<file path="src/hdl/b64le_pkg.sv">
`default_nettype none

package b64le_pkg;

  localparam int unsigned QDepth = 2;
  localparam int unsigned QPtrW  = 1;
  localparam int unsigned QCntW  = 2;

  localparam logic [6:0] CharCr  = 7'd13;
  localparam logic [6:0] CharLf  = 7'd10;
  localparam logic [6:0] CharPad = 7'd61;

  localparam logic [2:0] PosCr = 3'd0;
  localparam logic [2:0] PosLf = 3'd1;
  localparam logic [2:0] PosS0 = 3'd2;
  localparam logic [2:0] PosS1 = 3'd3;
  localparam logic [2:0] PosS2 = 3'd4;
  localparam logic [2:0] PosS3 = 3'd5;

  typedef struct packed {
    logic [23:0] group;
    logic [1:0]  n_held;
    logic        brk;
  } cmd_t;

  function automatic logic [6:0] b64_sym(input logic [5:0] v);
    logic [6:0] w;
    w = {1'b0, v};
    priority if (v < 6'd26) return w + 7'd65;
    else if (v < 6'd52) return w + 7'd71;
    else if (v < 6'd62) return w - 7'd4;
    else if (v == 6'd62) return 7'd43;
    else return 7'd47;
  endfunction

endpackage

`default_nettype wire

</file>
<file path="src/hdl/b64le_if.sv">
`default_nettype none

interface b64le_in_if;
  logic       valid;
  logic       ready;
  logic [7:0] data_byte;
  logic       final_byte;
  modport source (output valid, output data_byte, output final_byte, input ready);
  modport sink (input valid, input data_byte, input final_byte, output ready);
endinterface

interface b64le_out_if;
  logic       valid;
  logic       ready;
  logic [6:0] char_code;
  logic       last_of_run;
  modport source (output valid, output char_code, output last_of_run, input ready);
  modport sink (input valid, input char_code, input last_of_run, output ready);
endinterface

interface b64le_cfg_if;
  logic        valid;
  logic        ready;
  logic [15:0] line_length;
  modport source (output valid, output line_length, input ready);
  modport sink (input valid, input line_length, output ready);
endinterface

`default_nettype wire

</file>
<file path="src/hdl/b64le_front.sv">
`default_nettype none

module b64le_front (
  input  wire logic          clk_i,
  input  wire logic          rst_ni,
  b64le_in_if.sink           in_i,
  input  wire logic [15:0]   line_length_i,
  output b64le_pkg::cmd_t    cmd_o,
  output logic               cmd_valid_o,
  input  wire logic          cmd_ready_i
);
  import b64le_pkg::*;

  logic [7:0]  held0_q, held0_d, held1_q, held1_d;
  logic [1:0]  cnt_q, cnt_d;
  logic [13:0] gol_q, gol_d;
  logic        accept, closes, brk;

  assign in_i.ready = cmd_ready_i;
  assign accept     = in_i.valid && cmd_ready_i;
  assign closes     = in_i.final_byte || (cnt_q == 2'd2);
  assign brk        = (line_length_i != 16'd0) && (gol_q >= line_length_i[15:2]);
  assign cmd_valid_o = accept && closes;

  always_comb begin
    unique case (cnt_q)
      2'd0:    cmd_o.group = {in_i.data_byte, 16'd0};
      2'd1:    cmd_o.group = {held0_q, in_i.data_byte, 8'd0};
      default: cmd_o.group = {held0_q, held1_q, in_i.data_byte};
    endcase
    cmd_o.n_held = cnt_q;
    cmd_o.brk    = brk;
  end

  always_comb begin
    held0_d = held0_q;
    held1_d = held1_q;
    cnt_d   = cnt_q;
    gol_d   = gol_q;
    if (accept) begin
      if (!closes) begin
        if (cnt_q == 2'd0) begin
          held0_d = in_i.data_byte;
        end else begin
          held1_d = in_i.data_byte;
        end
        cnt_d = cnt_q + 2'd1;
      end else begin
        cnt_d = 2'd0;
        if (in_i.final_byte) begin
          gol_d = 14'd0;
        end else begin
          gol_d = (brk ? 14'd0 : gol_q) + 14'd1;
        end
      end
    end
  end

  always_ff @(posedge clk_i or negedge rst_ni) begin
    if (!rst_ni) begin
      cnt_q <= 2'd0;
      gol_q <= 14'd0;
    end else begin
      cnt_q <= cnt_d;
      gol_q <= gol_d;
    end
  end

  always_ff @(posedge clk_i) begin
    held0_q <= held0_d;
    held1_q <= held1_d;
  end

endmodule

`default_nettype wire

</file>
<file path="src/hdl/b64le_fifo.sv">
`default_nettype none

module b64le_fifo (
  input  wire logic          clk_i,
  input  wire logic          rst_ni,
  input  wire b64le_pkg::cmd_t push_data_i,
  input  wire logic          push_valid_i,
  output logic               push_ready_o,
  output b64le_pkg::cmd_t    pop_data_o,
  output logic               pop_valid_o,
  input  wire logic          pop_ready_i
);
  import b64le_pkg::*;

  cmd_t             mem_q [QDepth];
  logic [QPtrW-1:0] wr_q, wr_d, rd_q, rd_d;
  logic [QCntW-1:0] cnt_q, cnt_d;
  logic             push, pop;

  assign push_ready_o = (cnt_q != QCntW'(QDepth));
  assign pop_valid_o  = (cnt_q != '0);
  assign pop_data_o   = mem_q[rd_q];
  assign push         = push_valid_i && push_ready_o;
  assign pop          = pop_valid_o && pop_ready_i;

  always_comb begin
    wr_d  = push ? wr_q + 1'b1 : wr_q;
    rd_d  = pop ? rd_q + 1'b1 : rd_q;
    cnt_d = cnt_q + QCntW'(push) - QCntW'(pop);
  end

  always_ff @(posedge clk_i or negedge rst_ni) begin
    if (!rst_ni) begin
      wr_q  <= '0;
      rd_q  <= '0;
      cnt_q <= '0;
    end else begin
      wr_q  <= wr_d;
      rd_q  <= rd_d;
      cnt_q <= cnt_d;
    end
  end

  always_ff @(posedge clk_i) begin
    if (push) begin
      mem_q[wr_q] <= push_data_i;
    end
  end

`ifndef SYNTH
  a_cnt_bound: assert property (@(posedge clk_i) disable iff (!rst_ni)
    cnt_q <= QCntW'(QDepth)) else $error("queue count beyond depth");
  a_cnt_track: assert property (@(posedge clk_i) disable iff (!rst_ni)
    (push && !pop) |=> cnt_q == $past(cnt_q) + 1'b1) else $error("queue count lost a push");
`endif

endmodule

`default_nettype wire

</file>
<file path="src/hdl/b64le_back.sv">
`default_nettype none

module b64le_back (
  input  wire logic          clk_i,
  input  wire logic          rst_ni,
  input  wire b64le_pkg::cmd_t cmd_i,
  input  wire logic          cmd_valid_i,
  output logic               cmd_ready_o,
  b64le_out_if.source        out_o
);
  import b64le_pkg::*;

  cmd_t       cmd_q, cmd_d;
  logic       busy_q, busy_d;
  logic [2:0] pos_q, pos_d;
  logic       valid_q, valid_d;
  logic [6:0] char_q, char_d;
  logic       last_q, last_d;
  logic       emit, emit_last, pop;
  logic [6:0] cur_char;

  assign emit      = busy_q && (!valid_q || out_o.ready);
  assign emit_last = emit && (pos_q == PosS3);
  assign cmd_ready_o = !busy_q || emit_last;
  assign pop       = cmd_valid_i && cmd_ready_o;

  assign out_o.valid       = valid_q;
  assign out_o.char_code   = char_q;
  assign out_o.last_of_run = last_q;

  always_comb begin
    unique case (pos_q)
      PosCr:   cur_char = CharCr;
      PosLf:   cur_char = CharLf;
      PosS0:   cur_char = b64_sym(cmd_q.group[23:18]);
      PosS1:   cur_char = b64_sym(cmd_q.group[17:12]);
      PosS2:   cur_char = (cmd_q.n_held != 2'd0) ? b64_sym(cmd_q.group[11:6]) : CharPad;
      PosS3:   cur_char = (cmd_q.n_held == 2'd2) ? b64_sym(cmd_q.group[5:0]) : CharPad;
      default: cur_char = CharPad;
    endcase
  end

  always_comb begin
    cmd_d   = cmd_q;
    busy_d  = busy_q;
    pos_d   = pos_q;
    valid_d = valid_q;
    char_d  = char_q;
    last_d  = last_q;
    if (emit) begin
      valid_d = 1'b1;
      char_d  = cur_char;
      last_d  = (pos_q == PosS3);
      pos_d   = pos_q + 3'd1;
      if (pos_q == PosS3) begin
        busy_d = 1'b0;
      end
    end else if (out_o.ready) begin
      valid_d = 1'b0;
    end
    if (pop) begin
      cmd_d  = cmd_i;
      busy_d = 1'b1;
      pos_d  = cmd_i.brk ? PosCr : PosS0;
    end
  end

  always_ff @(posedge clk_i or negedge rst_ni) begin
    if (!rst_ni) begin
      busy_q  <= 1'b0;
      valid_q <= 1'b0;
      pos_q   <= PosCr;
    end else begin
      busy_q  <= busy_d;
      valid_q <= valid_d;
      pos_q   <= pos_d;
    end
  end

  always_ff @(posedge clk_i) begin
    cmd_q  <= cmd_d;
    char_q <= char_d;
    last_q <= last_d;
  end

`ifndef SYNTH
  a_pos_range: assert property (@(posedge clk_i) disable iff (!rst_ni)
    busy_q |-> pos_q <= PosS3) else $error("character position out of range");
  a_cr_then_lf: assert property (@(posedge clk_i) disable iff (!rst_ni)
    (emit && pos_q == PosCr) |=> busy_q && pos_q == PosLf) else $error("CR not followed by LF");
  a_last_is_sym: assert property (@(posedge clk_i) disable iff (!rst_ni)
    (valid_q && last_q) |-> (char_q != CharCr && char_q != CharLf))
    else $error("line break closes a group");
`endif

endmodule

`default_nettype wire

</file>
<file path="src/hdl/base64_line_wrapped_encoder.sv">
// A closing transaction's group is written into the queue, then loaded into the back end's
// command register. Characters leave from the output register, one character per cycle while
// out_o.ready is high and a group is queued; a group gives 4 characters, or 6 with CR LF.
// A 2-entry group queue sits between byte intake and character output.
// Reset (rst_ni low, asynchronous) clears held count, group count, queue and line_length.
`default_nettype none

module base64_line_wrapped_encoder (
  input  wire logic     clk_i,
  input  wire logic     rst_ni,
  b64le_in_if.sink      in_i,
  b64le_cfg_if.sink     cfg_i,
  b64le_out_if.source   out_o
);
  import b64le_pkg::*;

  logic [15:0] line_length_q, line_length_d;
  cmd_t        f_cmd, q_cmd;
  logic        f_valid, f_ready, q_valid, q_ready;

  assign cfg_i.ready   = 1'b1;
  assign line_length_d = cfg_i.valid ? cfg_i.line_length : line_length_q;

  always_ff @(posedge clk_i or negedge rst_ni) begin
    if (!rst_ni) begin
      line_length_q <= 16'd0;
    end else begin
      line_length_q <= line_length_d;
    end
  end

  b64le_front u_front (
    .clk_i         (clk_i),
    .rst_ni        (rst_ni),
    .in_i          (in_i),
    .line_length_i (line_length_q),
    .cmd_o         (f_cmd),
    .cmd_valid_o   (f_valid),
    .cmd_ready_i   (f_ready)
  );

  b64le_fifo u_fifo (
    .clk_i        (clk_i),
    .rst_ni       (rst_ni),
    .push_data_i  (f_cmd),
    .push_valid_i (f_valid),
    .push_ready_o (f_ready),
    .pop_data_o   (q_cmd),
    .pop_valid_o  (q_valid),
    .pop_ready_i  (q_ready)
  );

  b64le_back u_back (
    .clk_i       (clk_i),
    .rst_ni      (rst_ni),
    .cmd_i       (q_cmd),
    .cmd_valid_i (q_valid),
    .cmd_ready_o (q_ready),
    .out_o       (out_o)
  );

endmodule

`default_nettype wire

</file>
<file path="src/flat_wrapper.sv">
// flat-port wrapper written by rule: the top's interface ports become plain ports
module base64_line_wrapped_encoder_flat import b64le_pkg::*;
  (clk_i, rst_ni, in_i_valid, in_i_data_byte, in_i_final_byte, in_i_ready, cfg_i_valid, cfg_i_line_length, cfg_i_ready, out_o_valid, out_o_char_code, out_o_last_of_run, out_o_ready);
  b64le_in_if in_i_i ();
  b64le_cfg_if cfg_i_i ();
  b64le_out_if out_o_i ();
  input  wire logic clk_i;
  input  wire logic rst_ni;
  input wire logic [$bits(in_i_i.valid)-1:0] in_i_valid;
  input wire logic [$bits(in_i_i.data_byte)-1:0] in_i_data_byte;
  input wire logic [$bits(in_i_i.final_byte)-1:0] in_i_final_byte;
  output wire logic [$bits(in_i_i.ready)-1:0] in_i_ready;
  input wire logic [$bits(cfg_i_i.valid)-1:0] cfg_i_valid;
  input wire logic [$bits(cfg_i_i.line_length)-1:0] cfg_i_line_length;
  output wire logic [$bits(cfg_i_i.ready)-1:0] cfg_i_ready;
  output wire logic [$bits(out_o_i.valid)-1:0] out_o_valid;
  output wire logic [$bits(out_o_i.char_code)-1:0] out_o_char_code;
  output wire logic [$bits(out_o_i.last_of_run)-1:0] out_o_last_of_run;
  input wire logic [$bits(out_o_i.ready)-1:0] out_o_ready;
  assign in_i_i.valid = in_i_valid;
  assign in_i_i.data_byte = in_i_data_byte;
  assign in_i_i.final_byte = in_i_final_byte;
  assign in_i_ready = in_i_i.ready;
  assign cfg_i_i.valid = cfg_i_valid;
  assign cfg_i_i.line_length = cfg_i_line_length;
  assign cfg_i_ready = cfg_i_i.ready;
  assign out_o_valid = out_o_i.valid;
  assign out_o_char_code = out_o_i.char_code;
  assign out_o_last_of_run = out_o_i.last_of_run;
  assign out_o_i.ready = out_o_ready;
  base64_line_wrapped_encoder u_core (.clk_i(clk_i), .rst_ni(rst_ni), .in_i(in_i_i), .cfg_i(cfg_i_i), .out_o(out_o_i));
endmodule
</file>
<file path="config.mk">
export PLATFORM = sky130hd
export DESIGN_NAME = base64_line_wrapped_encoder_flat
export DESIGN_NICKNAME = d
export VERILOG_FILES = /design/src/hdl/b64le_pkg.sv /design/src/hdl/b64le_if.sv /design/src/hdl/b64le_front.sv /design/src/hdl/b64le_fifo.sv /design/src/hdl/b64le_back.sv /design/src/hdl/base64_line_wrapped_encoder.sv /design/src/flat_wrapper.sv
export SDC_FILE = /design/constraint.sdc
export NUM_CORES = 1
export LEC_CHECK = 0
export BUFFER_PORTS_ARGS = -buffer_cell sky130_fd_sc_hd__clkbuf_2
export CAP_MARGIN = 20
export CORE_ASPECT_RATIO = 1.75
export CORE_MARGIN = 5
export CORE_UTILIZATION = 40
export CTS_CLUSTER_DIAMETER = 200
export DETAILED_ROUTE_END_ITERATION = 16
export GPL_TIMING_DRIVEN = 1
export PLACE_DENSITY = 0.6
export RECOVER_POWER = 100
export SYNTH_ARGS = -nofsm -noshare
export SYNTH_HDL_FRONTEND = slang
export SYNTH_SLANG_ARGS = --single-unit
</file>
<file path="constraint.sdc">
create_clock -name clk_i -period 4.79 [get_ports clk_i]
set_input_delay 0.2395 -clock clk_i [delete_from_list [all_inputs] [get_ports clk_i]]
set_output_delay 0.2395 -clock clk_i [all_outputs]
set_load 0.1 [all_outputs]
</file>
==> results of run 1 <==
## cells in the final DEF, fill, tap and decap left out, types with 13 or more instances in the layout
cell         n
clkbuf_1    26
ha_1        45
clkbuf_16   17
nand3_1     13
a22o_1      14
nor2_1      32
inv_1       46
clkbuf_2    20
nand2_1     72
o21ai_0     40
mux2_2      30
dfrtp_1     41
edfxtp_1   104
a21oi_1     34
## cell type report
| class | instances | area share [%] |
|---|---|---|
| timing repair buffer | 47 | 2.41 |
| inverter | 46 | 1.97 |
| sequential | 145 | 47.3 |
| clock inverter | 14 | 2.30 |
| multi-input combinational | 473 | 37.6 |
| clock buffer | 18 | 4.90 |
| tap | 241 | 3.44 |
## cells by family after synthesis
| group | Yosys count |
|---|---|
| xor+xnor | 13 |
| buf+inv | 77 |
| compound gates | 175 |
| mux | 38 |
| fa+ha+maj | 45 |
| simple gates | 201 |
| flops | 145 |
| other cells | 1 |
## state kept, by name, summed over array words and instances, names as in the netlist, 2 cells and up
| name | cells |
|---|---|
| u_core.u_front.gol_q | 14 |
| u_core.u_front.cnt_q | 2 |
| u_core.u_front.held1_q | 8 |
| u_core.u_back.pos_q | 3 |
| u_core.u_fifo.mem_q | 54 |
| u_core.u_fifo.cnt_q | 2 |
| u_core.line_length_q | 16 |
| u_core.u_front.held0_q | 8 |
| u_core.u_back.out_o.char_code | 7 |
| u_core.u_back.cmd_q | 26 |
## final timing paths
| check | from | end | depth (start not counted) |
|---|---|---|---|
| hold / removal | cfg_i_line_length[15] | u_core.line_length_q[15]$_DFFE_PN0P_ | 3 |
| setup reg to reg | u_core.u_front.gol_q[5]$_DFFE_PN0P_ | u_core.u_front.gol_q[12]$_DFFE_PN0P_ | 15 |
| min in group asynchronous | rst_ni | u_core.u_back.out_o.valid$_DFFE_PN0P_ | 2 |
| setup / recovery | u_core.u_front.gol_q[5]$_DFFE_PN0P_ | u_core.u_front.gol_q[12]$_DFFE_PN0P_ | 15 |
| hold reg to reg | u_core.u_fifo.cnt_q[1]$_DFF_PN0_ | u_core.u_fifo.cnt_q[1]$_DFF_PN0_ | 1 |
| max in group asynchronous | rst_ni | u_core.line_length_q[8]$_DFFE_PN0P_ | 3 |
## what timing repair did
action / 4_1_cts / 5_1_grt
endpoints found under the hold margin: 0 / 12
hold buffers: 0 / 1
setup endpoints to repair: 0 / 0
## per-stage QoR
step                      power [mW]  instances  setup WS [ps]  utilization [%]  instance area, um2
after floorplan                 3.30        695           1050                -                7740
after global placement          3.70        949           1140             42.7                8160
after detailed placement        3.75        949           1040             42.7                8160
after CTS                       5.17        981           1030             46.0                8790
after global routing            5.42        984            658             45.8                8760
final                           5.12        984            947             45.8                8760
## routing by layer
metal / GRT usage, % / routed length [um] / up-vias
met1: 16.5 / 6480 / 2656
met2: 30.8 / 10100 / 122
met4: 8.88 / 819 / 0
li1: - / - / 2657
met5: 0 / 0 / -
met3: 2.97 / 504 / 41
## worst max-delay path, cell delays in order, from the launching register on
cell and delay, ps:
dfrtp_1 480, ha_1 360, a21oi_1 150, o21a_1 130, o221ai_1 120, a21oi_1 180, buf_4 230, nor2_1 90
nor2b_1 150, ha_1 230, nand3_1 180, or4_1 620, or2_0 300, a32o_1 260, a31oi_1 130, o31ai_1 80
## where the power goes
part           total (mW)  internal, mW  leakage (nW)  switching (mW)
logic                1.72         0.587          1.62            1.13
registers            1.99          1.77          1.46           0.215
clock network        1.41         0.882         0.310           0.524
==> reports/summary.txt, run 1 <==
outcome: finished, violations left
failing checks: max-capacitance violations, max-slew violations
Async SR Flop Fraction: 28.3%
Least-Margin Pin Slew: 1780 ps
final wirelength: 17900 um
DP HPWL: 13400 um
Pwr per Cell Area: 584 nW/um2
Final Setup Violations: 0
complex-gate fraction of the synthesized area: 15.3%
per-cell routed wire length: 18.2 um
Leakage: 3.39 nW
min cycle time layout: 3840 ps
CP Max Fanout: 15
Reg area: 4150 um2
core footprint: 19100 um2
NumNets Final: 805
relative slew slack: -18.6%
fin. max-slew vios: 118
Tcrit/Tclk final: 80.2%
R2R setup slack: 950 ps
number of global-route vias before repair: 5639
WP data required: 5060 ps
Syn Inst Count: 695
setup bufs post-CTS: 0
post-route setup TNS: 0 ps
WHS: 33.2 ps
Via density: 5.57
cell with the most instances after synthesis: edfxtp_1
layout cells sized above 1: 11.8%
Seq/Total Area, Yosys: 53.6%
RSZ-0062 raised after global routing: false
number of core rows: 67
Syn Nets: 770
Clock transition at path regs: 60 ps
Die W: 115 um
startpoint types: register
final hold vios: 0
leading area contributor after synthesis: edfxtp_1
CTS Sinks: 145
CTS H-Tree Depth: 4
Fmax: 260 MHz
Placer Congestion: 0.869
PostCTS Resize Cnt: 0
critical path capture point type: register
Post-Synth XOR/XNOR Area: 1.47%
Synth area leaders: edfxtp_1 40%, dfrtp_1 13%, ha_1 7.3%, mux2_2 4.7%, nand2_1 3.5%
largest family of logic cells by synthesized area: compound AO/OA/AOI/OAI gates
number of port buffers: 39
multiplexer share of the synthesized area: 5.43%
peak supply drop: 324 uV
min-delay worst type: in -> reg
Ys Warns: 0
layout filler cell count: 1811
max_cap viols: 4
mapped cell area: 7740 um2
total track usage: 16.4%
worst-skew pair later-pin latency: 420 ps
antenna-violating nets left: 0
area of the multi-input gates: 3300 um2
Detailed Route Iter0 Violations: 281
Top FF cell, synth: edfxtp_1
global-route wire length before repair: 28800 um
syn_area_per_cell: 11.1 um2
TritonCTS Buffers: 17
Via Count: 5476
Synth top area share: 40.4%
CTS root buffer: clkbuf_16
Final Skew: 11.3 ps
n_diodes: 0
CTS tree: yes
Post-Synth Simple-Gate Area: 13.1%
adder-cell area share of the yosys netlist: 7.28%
die height: 194 um
I/O pin count: 41
DRC Markers: 0
Worst EP arrival: 4120 ps
Post-synth EDFFs: 104
number of synthesized register bits: 145
number of distinct library cells after synthesis: 63
largest net degree at the start of global routing: 42
drt pass-1 iters: 5
full die area: 22300 um2
area added between synthesis and finish: 13.3%
aggregate global routing overflow: 0
initial antenna violation count: 0
Critical Setup Path Class: reg -> reg
Longest Clk Path Bufs: 2
Initial Utilization: 40.5%
Post-synth top cells: 104 x edfxtp_1, 72 x nand2_1, 46 x inv_1
Power figures use the tool's default switching activity.
==> inputs of run 2 (changes only) <==
==> constraint.sdc (replaced) <==
create_clock -name clk_i -period 3.8 [get_ports clk_i]
set_input_delay 0.19 -clock clk_i [delete_from_list [all_inputs] [get_ports clk_i]]
set_output_delay 0.19 -clock clk_i [all_outputs]
set_load 0.1 [all_outputs]
==> run 2 against run 1 <==
Effect of this change: the flow still finishes with violations (max-capacitance violations, max-slew violations); routed wire length about the same; clock skew down 0.99 ps; via count up 1.2%; global-route usage up 0.11 points; non-clock buffer count up 12; clock-buffer cell count up 4; power up 22%; combinational power up 27%; sequential cell count unchanged; cell area up 0.54%; die area unchanged; critical path type unchanged.
==> reports/summary.txt, run 2 (synthesis results as in run 1) <==
area added between synthesis and finish: 13.9%
Pwr per Cell Area: 706 nW/um2 (+21%)
final wirelength: 17900 um (about the same)
Clock transition at path regs: 60 ps (about the same)
Switch Pwr: 2.33 mW (+25%)
Via density: 5.56 (about the same)
Die W: 115 um (unchanged)
Initial Utilization: 40.5% (unchanged)
Fmax: 279 MHz (+7.0%)
min-delay worst type: in -> reg
CTS H-Tree Depth: 4 (unchanged)
relative slew slack: -61.5% (-43 points)
critical path capture point type: register
CP Max Fanout: 5 (-10)
Detailed Route Iter0 Violations: 301 (+7.1%)
DP HPWL: 13400 um (+0.38%)
number of global-route vias before repair: 5807 (+3.0%)
TritonCTS Buffers: 17 (unchanged)
NumNets Final: 817 (+1.5%)
total track usage: 16.5% (+0.11 points)
Largest register FFs: 54 (unchanged)
antenna-violating nets left: 0 (unchanged)
Leakage: 3.41 nW (+0.43%)
Longest Clk Path Bufs: 2 (unchanged)
global-route wire length before repair: 29100 um (+1.3%)
aggregate global routing overflow: 0 (unchanged)
startpoint types: register
largest register by flop count: u_core.u_fifo.mem_q
clock share of power: 24.6% (-2.9 points)
Critical Setup Path Class: reg -> reg
Final Skew: 10.3 ps (-0.986 ps)
Seq pwr share: 40.3% (+1.4 points)
Non-Filler Instances: 996 (+1.2%)
post-route setup TNS: 0 ps (unchanged)
outcome: finished, violations left
I/O pin count: 41 (unchanged)
peak supply drop: 347 uV (+7.0%)
largest registers: u_core.u_fifo.mem_q: 54 flops, u_core.u_back.cmd_q: 26 flops, u_core.line_length_q: 16 flops
initial antenna violation count: 0 (unchanged)
core footprint: 19100 um2 (unchanged)
drt pass-1 iters: 4 (-1)
Inst Count DP: 953 (+0.42%)
number of core rows: 67 (unchanged)
CTS root buffer: clkbuf_16
Worst EP arrival: 3850 ps (-270 ps)
switching part of the total: 37.5% (+0.89 points)
Via Count: 5542 (+1.2%)
Comb pwr share: 35.1% (+1.5 points)
n_diodes: 0 (unchanged)
number of port buffers: 39 (unchanged)
Placer Congestion: 0.909 (+4.6%)
per-cell routed wire length: 17.9 um (-1.2%)
Placement Cell Area: 8190 um2 (+0.37%)
CTS Sinks: 145 (unchanged)
fin. max-slew vios: 100 (-15%)
CP peak stage delay: 590 ps (-30 ps)
CP Cell Sequence: ha_1 -> a21oi_1 -> nand2_1 -> a211o_1 -> a21oi_2 -> nor2_1 -> nor2b_1 -> ha_2 -> nand3_2 -> or4_4 -> or2_4 -> a32o_1 -> a31oi_1 -> o31ai_1
min cycle time layout: 3590 ps (-253 ps)
DRC Markers: 0 (unchanged)
CTS tree: yes
WP data required: 4060 ps (-1000 ps)
internal power: 3.89 mW (+20%)
max_cap viols: 3 (-1)
most frequent cells in the layout: 104 x edfxtp_1, 72 x nand2_1, 46 x inv_1
Final WS setup: 209 ps (-737 ps)
final hold vios: 0 (unchanged)
Worst path slowest cell: or4_4
layout cells sized above 1: 12.7% (+0.87 points)
Tcrit/Tclk final: 94.5% (+14 points)
pre-CTS setup slack: 51.0 ps (-985 ps)
post-route cell area: 8810 um2 (+0.54%)
Least-Margin Pin Slew: 2420 ps (+643 ps)
full die area: 22300 um2 (unchanged)
failing checks: max-capacitance violations, max-slew violations
Final Setup Violations: 0 (unchanged)
final core utilization: 46.1% (+0.25 points)
most common cell after layout, fill and taps aside: edfxtp_1
largest net degree at the start of global routing: 42 (unchanged)
die height: 194 um (unchanged)
worst-skew pair later-pin latency: 410 ps (about the same)
run 2: cell types whose count changed in the layout (fill, tap and decap cells not counted), sizes merged:
cell	before	now
clkinvlp	0	1
clkbuf	63	68
bufinv	4	0
buf	1	3
inv	52	50
dlygate4sd3	1	10
clkinv	4	5
run 2: what timing repair did:
action | 4_1_cts | 5_1_grt
hold buffers | 10 | 0
buffers inserted | 0 | 0
endpoints found under the hold margin | 50 | 0
resized for setup | 0 | 5
setup endpoints to repair | 0 | 1
run 2: final timing paths:
| path | startpoint | endpoint | slack [ps] | cells after the start |
|---|---|---|---|---|
| worst max-delay path | u_core.u_front.gol_q[12]$_DFFE_PN0P_ | u_core.u_front.gol_q[12]$_DFFE_PN0P_ | 210 | 14 |
| worst min-delay path | cfg_i_line_length[12] | u_core.line_length_q[12]$_DFFE_PN0P_ | 10 | 3 |
| worst max register to register | u_core.u_front.gol_q[12]$_DFFE_PN0P_ | u_core.u_front.gol_q[12]$_DFFE_PN0P_ | 210 | 14 |
| worst min register to register | u_core.u_fifo.cnt_q[1]$_DFF_PN0_ | u_core.u_fifo.cnt_q[1]$_DFF_PN0_ | 510 | 1 |
| max in group asynchronous | rst_ni | u_core.u_front.gol_q[5]$_DFFE_PN0P_ | 1110 | 3 |
| min in group asynchronous | rst_ni | u_core.u_front.gol_q[8]$_DFFE_PN0P_ | 1150 | 3 |
run 2: routing by layer:
layer	track usage (%)	part of all wire [%]	vias up	wire length, um
li1	-	-	2676	-
met1	16.4	36	2688	6400
met2	32.0	57	132	10200
met3	2.31	2.6	46	468
met4	8.36	4.4	0	779
met5	0	0	-	0
run 2: through the flow:
stage	hold slack [ps]	power (mW)
final	11.8	6.22
after global routing	22.8	6.61
after CTS	2.45	6.29
after detailed placement	301	4.73
after global placement	300	4.68
after floorplan	-106	4.16
run 2: critical path, delay by kind of cell (launching register included):
family,cells,cell delay (ps)
and+or+nand+nor,6,1290
AOI/OAI and AO/OA,6,1120
adders and majority gates,2,570
DFF,1,440
run 2: power by group through the flow:
stage               logic [mW]  registers (mW)  clock network, mW
CTS                       2.18            2.54               1.56
detailed placement        2.16            2.57                  0
global route              2.41            2.55               1.64
finish                    2.18            2.51               1.53
floorplan                 1.45            2.72                  0
global placement          2.12            2.56                  0
run 2: layout make-up:
| cell class | instances | area, um2 |
|---|---|---|
| fill | 1782 | 10300 |
| sequential | 145 | 4150 |
| multi-input combinational | 473 | 3320 |
| clock buffer | 22 | 475 |
| timing repair buffer | 59 | 322 |
| tap | 241 | 302 |
| inverter | 46 | 173 |
| clock inverter | 10 | 73.8 |
==> inputs of run 3 (changes only) <==
--- a/config.mk
+++ b/config.mk
@@ -7,13 +7,15 @@
 export LEC_CHECK = 0
 export BUFFER_PORTS_ARGS = -buffer_cell sky130_fd_sc_hd__clkbuf_2
 export CAP_MARGIN = 20
+export CELL_PAD_IN_SITES_DETAIL_PLACEMENT = 0
+export CELL_PAD_IN_SITES_GLOBAL_PLACEMENT = 1
 export CORE_ASPECT_RATIO = 1.75
 export CORE_MARGIN = 5
-export CORE_UTILIZATION = 40
+export CORE_UTILIZATION = 45
 export CTS_CLUSTER_DIAMETER = 200
 export DETAILED_ROUTE_END_ITERATION = 16
 export GPL_TIMING_DRIVEN = 1
-export PLACE_DENSITY = 0.6
+export PLACE_DENSITY = 0.81
 export RECOVER_POWER = 100
 export SYNTH_ARGS = -nofsm -noshare
 export SYNTH_HDL_FRONTEND = slang
==> constraint.sdc (replaced) <==
create_clock -name clk_i -period 2.9 [get_ports clk_i]
set_input_delay 0.145 -clock clk_i [delete_from_list [all_inputs] [get_ports clk_i]]
set_output_delay 0.145 -clock clk_i [all_outputs]
set_load 0.1 [all_outputs]
==> run 3 against run 2 <==
Effect of this change: the run ends with max-capacitance violations, max-slew violations, negative setup slack left; sequential cell count is the same; clock skew is 4.3 ps higher; clock-buffer cell count is 5 lower; cell count grew 5.2%; critical path type unchanged.
==> reports/summary.txt, run 3 (synthesis results as in run 1) <==
Non-Filler Instances: 1048 (+5.2%)
Detailed Route Iter0 Violations: 232 (-23%)
total track usage: 19.5% (+3.0 points)
Final Power: 8.61 mW (+38%)
Final Setup Violations: 3 (+3)
clock share of power: 25.4% (+0.8 points)
area added between synthesis and finish: 23.3%
max_cap viols: 1 (-2)
Placement Cell Area: 8580 um2 (+4.8%)
Seq pwr share: 37.5% (-2.8 points)
WP data required: 3160 ps (-900 ps)
CTS tree: yes
relative slew slack: -22.0% (+39 points)
Reg area: 4150 um2 (about the same)
n_diodes: 0 (unchanged)
I/O pin count: 41 (unchanged)
per-cell routed wire length: 17.7 um (-1.3%)
Largest register FFs: 54 (unchanged)
largest net degree at the start of global routing: 42 (unchanged)
Critical Setup Path Class: reg -> reg
fin. max-slew vios: 33 (-67%)
RSZ-0062 raised after global routing: true
final core utilization: 56.3% (+10 points)
Pwr per Cell Area: 903 nW/um2 (+28%)
DRC Markers: 0 (unchanged)
startpoint types: register
aggregate global routing overflow: 0 (unchanged)
largest registers: u_core.u_fifo.mem_q: 54 flops, u_core.u_back.cmd_q: 26 flops, u_core.line_length_q: 16 flops
Clock transition at path regs: 60 ps (about the same)
number of core rows: 63 (-6.0%)
internal power: 5.41 mW (+39%)
Initial Utilization: 45.7% (+5.2 points)
initial antenna violation count: 0 (unchanged)
critical path capture point type: register
CTS root buffer: clkbuf_16
peak supply drop: 751 uV (+120%)
CTS Sinks: 145 (unchanged)
layout filler cell count: 1446 (-19%)
CP dominant cell by count: a21oi_2
Least-Margin Pin Slew: 1830 ps (-591 ps)
post-route setup TNS: -429 ps (-429 ps)
Worst path slowest cell: or4_4
layout cells sized above 1: 22.5% (+9.8 points)
most frequent cells in the layout: 104 x edfxtp_1, 72 x nand2_1, 50 x buf_4
Die W: 109 um (-5.2%)
CP Max Fanout: 3 (-2)
post-route cell area: 9540 um2 (+8.3%)
CP Cell Sequence: inv_2 -> ha_4 -> a21oi_2 -> nand2_1 -> a211o_1 -> a21oi_2 -> nor2_2 -> nor2b_1 -> ha_2 -> nand3_2 -> or4_4 -> or2_4 -> a32o_1 -> a31oi_1 -> o31ai_1
die height: 183 um (-5.4%)
Leakage: 3.80 nW (+12%)
antenna-violating nets left: 0 (unchanged)
largest register by flop count: u_core.u_fifo.mem_q
most common cell after layout, fill and taps aside: edfxtp_1
global-route wire length before repair: 30300 um (+4.1%)
switching part of the total: 37.2% (-0.28 points)
Final Skew: 14.6 ps (+4.34 ps)
pre-CTS setup slack: -255 ps (-307 ps)
number of global-route vias before repair: 6070 (+4.5%)
CP peak stage delay: 430 ps (-160 ps)
Inst Count DP: 985 (+3.4%)
Fmax: 318 MHz (+14%)
worst-skew pair later-pin latency: 410 ps (about the same)
min-delay worst type: in -> reg
core footprint: 16900 um2 (-11%)
failing checks: max-capacitance violations, max-slew violations, negative setup slack
final hold vios: 0 (unchanged)
WHS: 41.8 ps (+30.0 ps)
Tcrit/Tclk final: 108% (+14 points)
number of port buffers: 39 (unchanged)
Via Count: 5797 (+4.6%)
Comb pwr share: 37.1% (+2.0 points)
TritonCTS Buffers: 17 (unchanged)
final wirelength: 18600 um (+3.8%)
Placer Congestion: 0.905 (-0.45%)
outcome: finished, violations left
Switch Pwr: 3.21 mW (+37%)
DP HPWL: 14200 um (+5.9%)
full die area: 20000 um2 (-10%)
Longest Clk Path Bufs: 2 (unchanged)
min cycle time layout: 3140 ps (-449 ps)
Via density: 5.53 (-0.59%)
NumNets Final: 883 (+8.1%)
drt pass-1 iters: 4 (unchanged)
Worst EP arrival: 3410 ps (-440 ps)
CTS H-Tree Depth: 4 (unchanged)
area of the multi-input gates: 3420 um2 (+3.2%)
Final WS setup: -242 ps (-451 ps)
run 3: cell count changes in the layout (fill, tap and decap cells not counted), moves of 5 or more:
cell / change
and2_0: -9
clkbuf_2: +9
and2_1: +9
clkbuf_1: -17
dlygate4sd3_1: +13
a21oi_1: -5
clkbuf_4: +7
a21oi_2: +5
buf_4: +47
run 3: final timing paths:
| kind | from | end | slack [ps] | cells past startpoint |
|---|---|---|---|---|
| setup / recovery | u_core.line_length_q[14]$_DFFE_PN0P_ | u_core.u_front.gol_q[12]$_DFFE_PN0P_ | -240 | 15 |
| hold / removal | out_o_ready | u_core.u_back.out_o.valid$_DFFE_PN0P_ | 40 | 3 |
| setup reg to reg | u_core.line_length_q[14]$_DFFE_PN0P_ | u_core.u_front.gol_q[12]$_DFFE_PN0P_ | -240 | 15 |
| hold reg to reg | u_core.line_length_q[1]$_DFFE_PN0P_ | u_core.line_length_q[1]$_DFFE_PN0P_ | 520 | 1 |
| max in group asynchronous | rst_ni | u_core.u_front.gol_q[10]$_DFFE_PN0P_ | 610 | 3 |
| min in group asynchronous | rst_ni | u_core.line_length_q[8]$_DFFE_PN0P_ | 200 | 2 |
run 3: worst max-delay path, delay by kind of cell (launching register included):
kind,cells,cell delay (ps)
flip-flops,1,400
adder cells (fa/ha/maj),2,410
AO/OA/AOI/OAI,6,1070
buffers and inverters,1,90
AND/OR/NAND/NOR,6,1020
run 3: repair_timing:
item,in CTS,in global routing
setup buffers,1,6
gates resized for setup,8,10
hold buffers,23,0
pin swaps,4,6
setup endpoints to repair,3,4
hold endpoints to repair,68,0
run 3: power groups by stage:
stage | Combinational (mW) | Clock, mW | Sequential (mW)
after detailed placement | 3.13 | 0 | 3.27
after global routing | 3.50 | 2.32 | 3.28
final | 3.20 | 2.19 | 3.23
after floorplan | 1.92 | 0 | 3.56
after global placement | 3.06 | 0 | 3.24
after CTS | 3.21 | 2.23 | 3.23
run 3: layer usage:
metal | up-vias | part of all wire, % | GRT usage [%]
li1 | 2815 | - | -
met1 | 2806 | 34 | 18.6
met2 | 123 | 58 | 38.2
met3 | 53 | 2.6 | 2.88
met4 | 0 | 5.4 | 10.9
met5 | - | 0 | 0
run 3: layout make-up:
type	instances	area share, %
Sequential cell	145	43.5
Multi-Input combinational cell	473	35.9
Timing Repair Buffer	125	9.56
Clock buffer	17	4.46
Tap cell	227	2.98
Clock inverter	15	1.81
Inverter	46	1.81
